$ cat src/hw/rtl/f4sbc_pkg.sv
`timescale 1ns / 1ps
// ----------------------------------------------------------------------------
// f4sbc_pkg
// Shared types and constants of the bias-corrected f4 statistic core.
// ----------------------------------------------------------------------------
package f4sbc_pkg;

    localparam int COUNT_W   = 12;
    localparam int POP_W     = 8;
    localparam int NUM_POPS  = 4;

    // Q30 fraction bits produced by the first divider, one extra for rounding.
    localparam int FRAC_Q_W  = 31;
    // Quotient bits of the h/n divider.
    localparam int HN_Q_W    = 32;
    // Width of a rounded Q30 value in 0..2^30.
    localparam int Q30_W     = 31;

    // Lane latency: product register, fraction divider, rounding register,
    // h/n divider, output register.
    localparam int LANE_LAT  = 1 + FRAC_Q_W + 1 + HN_Q_W + 1;
    localparam int MERGE_LAT = 2;
    localparam int TOTAL_LAT = LANE_LAT + MERGE_LAT;

    localparam logic [Q30_W-1:0] ONE_Q30 = Q30_W'(1) << 30;

    typedef enum logic [1:0] {
        ST_OK      = 2'd0,
        ST_MISSING = 2'd1,
        ST_BADPOP  = 2'd2,
        ST_FEW     = 2'd3
    } t_status;

    typedef struct packed {
        logic        [COUNT_W-1:0] ref_count_a;
        logic        [COUNT_W-1:0] alt_count_a;
        logic        [COUNT_W-1:0] ref_count_b;
        logic        [COUNT_W-1:0] alt_count_b;
        logic        [COUNT_W-1:0] ref_count_c;
        logic        [COUNT_W-1:0] alt_count_c;
        logic        [COUNT_W-1:0] ref_count_d;
        logic        [COUNT_W-1:0] alt_count_d;
        logic signed [POP_W-1:0]   pop_a;
        logic signed [POP_W-1:0]   pop_b;
        logic signed [POP_W-1:0]   pop_c;
        logic signed [POP_W-1:0]   pop_d;
    } t_in_req;

    typedef struct packed {
        logic signed [31:0] f4_value;
        t_status            status;
    } t_out_req;

    // Per-request decisions that travel beside the lanes.
    typedef struct packed {
        t_status status;
        logic    eq_ac;
        logic    eq_ad;
        logic    eq_bd;
        logic    eq_bc;
    } t_side;

endpackage

$ cat src/hw/rtl/f4sbc_merge.sv
`timescale 1ns / 1ps
// ----------------------------------------------------------------------------
// f4sbc_merge
// Combines the lane results into the corrected, saturated f4 value.
// ----------------------------------------------------------------------------
module f4sbc_merge (
    input  logic                        i_clk,
    input  logic                        i_en,
    input  logic [f4sbc_pkg::Q30_W-1:0] i_p [f4sbc_pkg::NUM_POPS],
    input  logic [f4sbc_pkg::Q30_W-1:0] i_hn_a,
    input  logic [f4sbc_pkg::Q30_W-1:0] i_hn_b,
    input  f4sbc_pkg::t_side            i_side,
    output f4sbc_pkg::t_out_req         o_data
);

    logic signed [31:0] d1;
    logic signed [31:0] d2;
    logic signed [33:0] ha;
    logic signed [33:0] hb;
    logic signed [33:0] corr;
    logic signed [63:0] r_prod;
    logic signed [33:0] r_corr;
    f4sbc_pkg::t_side   r_side;

    assign d1 = signed'({1'b0, i_p[0]}) - signed'({1'b0, i_p[1]});
    assign d2 = signed'({1'b0, i_p[2]}) - signed'({1'b0, i_p[3]});

    // The heterozygosity correction is summed beside the product.
    always_comb begin
        ha   = signed'({3'b000, i_hn_a});
        hb   = signed'({3'b000, i_hn_b});
        corr = '0;
        if (i_side.eq_ac) corr = corr - ha;
        if (i_side.eq_ad) corr = corr + ha;
        if (i_side.eq_bd) corr = corr - hb;
        if (i_side.eq_bc) corr = corr + hb;
    end

    always_ff @(posedge i_clk) begin
        if (i_en) begin
            r_prod <= 64'(d1) * 64'(d2);
            r_corr <= corr;
            r_side <= i_side;
        end
    end

    logic signed [63:0] prod_rnd;
    logic signed [33:0] val;
    logic signed [31:0] sat;

    // Rounding to nearest with ties away from zero: a negative product adds
    // one less than half, so that its ties round downward.
    always_comb begin
        prod_rnd = r_prod + (r_prod[63] ? 64'sd536870911 : 64'sd536870912);
        val      = signed'(prod_rnd[63:30]) + r_corr;
        if (val > 34'sd2147483647) begin
            sat = 32'sh7FFF_FFFF;
        end else if (val < -34'sd2147483648) begin
            sat = 32'sh8000_0000;
        end else begin
            sat = val[31:0];
        end
    end

    always_ff @(posedge i_clk) begin
        if (i_en) begin
            o_data.status <= r_side.status;
            case (r_side.status)
                f4sbc_pkg::ST_OK:     o_data.f4_value <= sat;
                f4sbc_pkg::ST_BADPOP: o_data.f4_value <= 32'(f4sbc_pkg::ONE_Q30);
                default:              o_data.f4_value <= '0;
            endcase
        end
    end

endmodule

$ cat config.mk
export PLATFORM = sky130hd
export DESIGN_NAME = f4sbc_merge
export DESIGN_NICKNAME = d
export VERILOG_FILES = /design/src/hw/rtl/f4sbc_pkg.sv /design/src/hw/rtl/f4sbc_merge.sv
export SDC_FILE = /design/constraint.sdc
export NUM_CORES = 2
export LEC_CHECK = 0
export ABC_CLOCK_PERIOD_IN_PS = 14300
export BUFFER_PORTS_ARGS = -buffer_cell sky130_fd_sc_hd__buf_4
export CAP_MARGIN = 0
export CORE_MARGIN = 5
export CORE_UTILIZATION = 55
export DETAILED_ROUTE_END_ITERATION = 8
export GPL_ROUTABILITY_DRIVEN = 1
export GPL_TIMING_DRIVEN = 0
export PLACE_DENSITY = 0.72
export SKIP_LAST_GASP = 1
export SLEW_MARGIN = 20
export SYNTH_ARGS = -nofsm -noshare
export SYNTH_HDL_FRONTEND = slang
export SYNTH_SLANG_ARGS = --single-unit
$ cat constraint.sdc
create_clock -name i_clk -period 14.3 [get_ports i_clk]
set_input_delay 2.86 -clock i_clk [delete_from_list [all_inputs] [get_ports i_clk]]
set_output_delay 2.86 -clock i_clk [all_outputs]
set_load 0.02 [all_outputs]
# After elaboration in Yosys (flattened, before gate mapping)
# Cells that the tools add are included.
# op_classes
add_sub_neg,8
n_mul,1
n_lt_le_gt_ge,2
eq_ne,1
mux,8
reduce_logical,1
# op_table
operator,count
two-way mux 34 bit,4
adder 34 x 32 -> 34 bit,2
adder 64 x 31 -> 64 bit,1
multiplier 32 x 32 -> 64 bit,1
two-way mux 32 bit,2
case mux 32 bit (2 select lines),1
subtractor 31 x 31 -> 32 bit,2
adder 34 bit,1
"> comparator 34 x 32 -> 1 bit, second input constant",1
"< comparator 34 x 32 -> 1 bit, second input constant",1
subtractor 34 x 32 -> 34 bit,1
"subtractor 1 x 31 -> 32 bit, first input constant",1
two-way mux 30 bit,1
"== test 2 bit, second input constant",1
zero test 2 bit,1
# totals
reg_bits,134
in_bits,194
output_inout_bits,34
word_cells,26

# Depth between registers and ports, before layout
# logic_depth
ltp_word,8
ltp_mapped,42

# Worst setup path after synthesis
# Ideal clock, no wire load.
# synth_path
path_type,in2reg
startpoint,in i_p[81] (netlist bit)
endpoint,reg r_prod[60] (data pin)
setup_ns,0.260
arrival_ns,12.394
path_slack_ns,1.645
path_stages,35
n_path_buf,3
cell_sequence,inv_1 > ha_1 > buf_2 > and4_1 > a21oi_1 > o21ai_1 > and4_1 > a2111oi_4 > o31ai_4 > a31o_2 > a31oi_1 > buf_2 > nand2_1 > fa_1 > inv_1 > fa_1 > fa_1 > fa_1 > inv_1 > fa_1 > fa_1 > fa_1 > inv_1 > fa_1 > ha_1 > clkbuf_1 > a21oi_1 > o21bai_1 > a21oi_1 > o21ai_0 > a221oi_1 > a21oi_1 > o41ai_1 > mux2i_1 > nand2_1
# synth_via
elab_chain_cells,2
# synth_lines
element,line_no,rtl
"start, declared",f4sbc_merge.sv:9,"input logic [f4sbc_pkg::Q30_W-1:0] i_p [f4sbc_pkg::NUM_POPS],"
subtractor 31 x 31 -> 32 bit,f4sbc_merge.sv:25,"assign d1 = signed'({1'b0, i_p[0]}) - signed'({1'b0, i_p[1]});"
multiplier 32 x 32 -> 64 bit,f4sbc_merge.sv:41,r_prod <= 64'(d1) * 64'(d2);
"end signal, assigned",f4sbc_merge.sv:41,
"end, declared",f4sbc_merge.sv:21,logic signed [63:0] r_prod;
# No other way between the ends.
# A chain may end at the register's enable or synchronous reset.

# Worst setup path in the final report
# layout_path
startpoint,in i_p[8] (netlist bit)
endpoint,reg r_prod[63] (data pin)
# layout_via
elab_chain_cells,2
# layout_lines
element,line_no,rtl
subtractor 31 x 31 -> 32 bit,f4sbc_merge.sv:26,"assign d2 = signed'({1'b0, i_p[2]}) - signed'({1'b0, i_p[3]});"
multiplier 32 x 32 -> 64 bit,f4sbc_merge.sv:41,
# No other way between the ends.

==> impl_metrics.ini <==
[outcome]
outcome = completed

[floorplanning]
core_um2 = 96600
num_rows = 114
start_util_pct = 55.3
ios = 228
die_h_um = 322
die_area_um2 = 103000
die_x_um = 322

[sta]
period_needed_ns = 14.08
finClkSkew_ns = 0.0184
tightestPinTransition_ns = 1.24
fmax_mhz = 71.0
finalSetupViolCount = 0
maxSlewViolCount = 0
min_period_over_period_pct = 98.5
maxSlewHeadroom_pct = 16.4
finalHoldViolCount = 0

[global_routing]
grt_pass1_vias = 45500
busiest_layer = met2
grt_pass1_wl_mm = 284
grt_usage_pct = 36.6
grtUsageMet2_pct = 53.6
use_met3_pct = 11.1
antenna_found_initial = 11
grt_max_degree = 89
use_met1_pct = 50.6
grt.overflow.total = 0

[placement]
dp_cells = 7568
gp_congestion = 1.11
hpwl_mm = 162
numPortBuffers = 221

[flow_run]
cap_violations = 0

[finish]
final_nets = 7998
stdcell_count = 7612
layout-drive-gt1-share_pct = 8.62
area_delta_synth_final_pct = 8.97

[setup_path]
cp.required_ns = 14.45
crit_path_end_kind = flop
crit_family = adder cells
rr_endpoint = o_data[14]
cp_data_arrival_time_ns = 14.24
cp_slowest_cell = fa_1
startpoint = i_p[8]
path_buf_inv = 6
critical_path_class = in2reg
r2r_start = r_prod[63]
critical-path-max-stage-delay_ns = 0.66
crit_fanout = 10
ff2ff_path_depth = 24
cpMostUsedCell = fa_1
cp-start-kind = primary input
rrSetupSlack_ns = 6.95

[worst_hold_path]
hold_depth = 0
hp-start = r_side[4]
hold_path_end = o_data[0]
min_path_type = reg2reg

[yosys]
synth-seq-cells = 134
ys.flop_type = edfxtp_1
syn_area_um2 = 53400
synth.cells.most_frequent = 1235 x inv_1, 1087 x fa_1, 711 x nand2_1, 480 x nor2_1, 397 x ha_1
synthMostInstantiatedCell = inv_1
asyncSetResetFlopFracSynth_pct = 0
synth_top_area_cell = fa_1
synth.distinct_cells = 111
ys_seq_area_share_pct = 7.54
netlist_top_cells_area = fa_1 41%, ha_1 9.3%, inv_1 8.7%
syn_nets = 7732
synth-edff-count = 134
synth_top_area_share_pct = 40.8
syn_avg_cell_area_um2 = 8.82
netlist_instances = 6054
ys_warn_count = 0

[routing]
drt.antenna.violating_nets = 0
remaining_drc_errors = 0
wl_per_cell_um = 24.9
wirelength_mm = 189
firstDrtPassIters = 6
vias_per_cell = 5.95
dr_total_vias = 45300
drtIter0Drc = 4695

[clocking]
clock_sinks = 134
cts_hold_buf = 0
htreeDepth = 4
cts_tree = yes
clock_latency_ns = 0.44
clock_path_buffers = 2
clock-root-buffer = clkbuf_16
cts_made_buffers = 17
path_clk_slew_ns = 0.06
final cells by class:
class,count,area (um^2)
tap,1276,1600
clock inverter,14,140
clock buffer,18,429
timing repair buffer,252,2010
sequential,134,4020
fill,8684,38400
inverter,1236,4640
multi-input combinational,4435,44300
antenna,3,7.51
buffer,244,1050
stage by stage:
stage          TNS (ns)  util [%]  hold slack [ns]  area (um^2)  worst slack (ns)
3_3_place_gp      -9.22      58.6            0.510        56600             -1.31
3_5_place_dp     -11.52      59.2            0.532        57100             -1.42
6_report              0      60.2            0.541        58200             0.215
4_1_cts               0      59.9            0.551        57900            0.0859
5_1_grt        -0.00225      60.2            0.563        58200          -0.00225
2_1_floorplan         0         -            0.476        53400              1.65
sequential cells by signal, summed over array words and instances, names as in the netlist:
| signal | cells |
|---|---|
| r_corr | 34 |
| r_side | 2 |
| o_data | 34 |
| r_prod | 64 |
worst max path at each step:
stage               cells past startpoint    endpoint  slack [ns]
finish                                 33  r_prod[63]        0.22
global route                           36  r_prod[63]      -0.002
CTS                                    41  r_prod[60]        0.09
detailed placement                     39  r_prod[63]       -1.42
global placement                       39  r_prod[63]       -1.31
floorplan                              35  r_prod[60]        1.65
timing repair:
action                                  4_1_cts  5_1_grt
pin swaps                                     1        7
endpoints found under the setup margin       11       10
endpoints found under the hold margin         0        0
resized for setup                            31       64
buffers inserted                              2       11
layout by cell type, fill, tap and decap left out, types with 34 or more instances in the layout:
cell type and count:
inv_1 1235, fa_1 1085, nand2_1 711, nor2_1 476
ha_1 397, buf_4 239, a21oi_1 222, clkbuf_1 171
xnor2_1 154, nand3_1 138, edfxtp_1 134, a21o_1 130
o21ai_0 105, xor2_1 93, and2_1 80, and3_1 53
nor3_1 50, nand2b_1 46, mux2_2 45, nor2b_1 39
o21a_1 38, nand4_1 38, a211oi_1 38, o21ai_1 37
a31oi_1 34, o21bai_1 34
layer usage:
| metal | vias up | routed length [um] |
|---|---|---|
| met5 | - | 247 |
| met4 | 8 | 11300 |
| met3 | 533 | 23400 |
| met2 | 2524 | 79800 |
| met1 | 22600 | 74600 |
| li1 | 19600 | - |
kinds of logic after synthesis:
family | count (synthesis) | share of synthesized area, %
adders and majority gates | 1484 | 50.1
xor gates and xnor gates | 300 | 4.98
and+or+nand+nor | 1739 | 14.7
muxes | 53 | 1.10
buffers and inverters | 1485 | 10.6
AOI/OAI and AO/OA | 859 | 11.0
DFF | 134 | 7.54
Power is not shown: default switching activity piles up to over one toggle a cycle in this logic, so the estimate is an artifact.
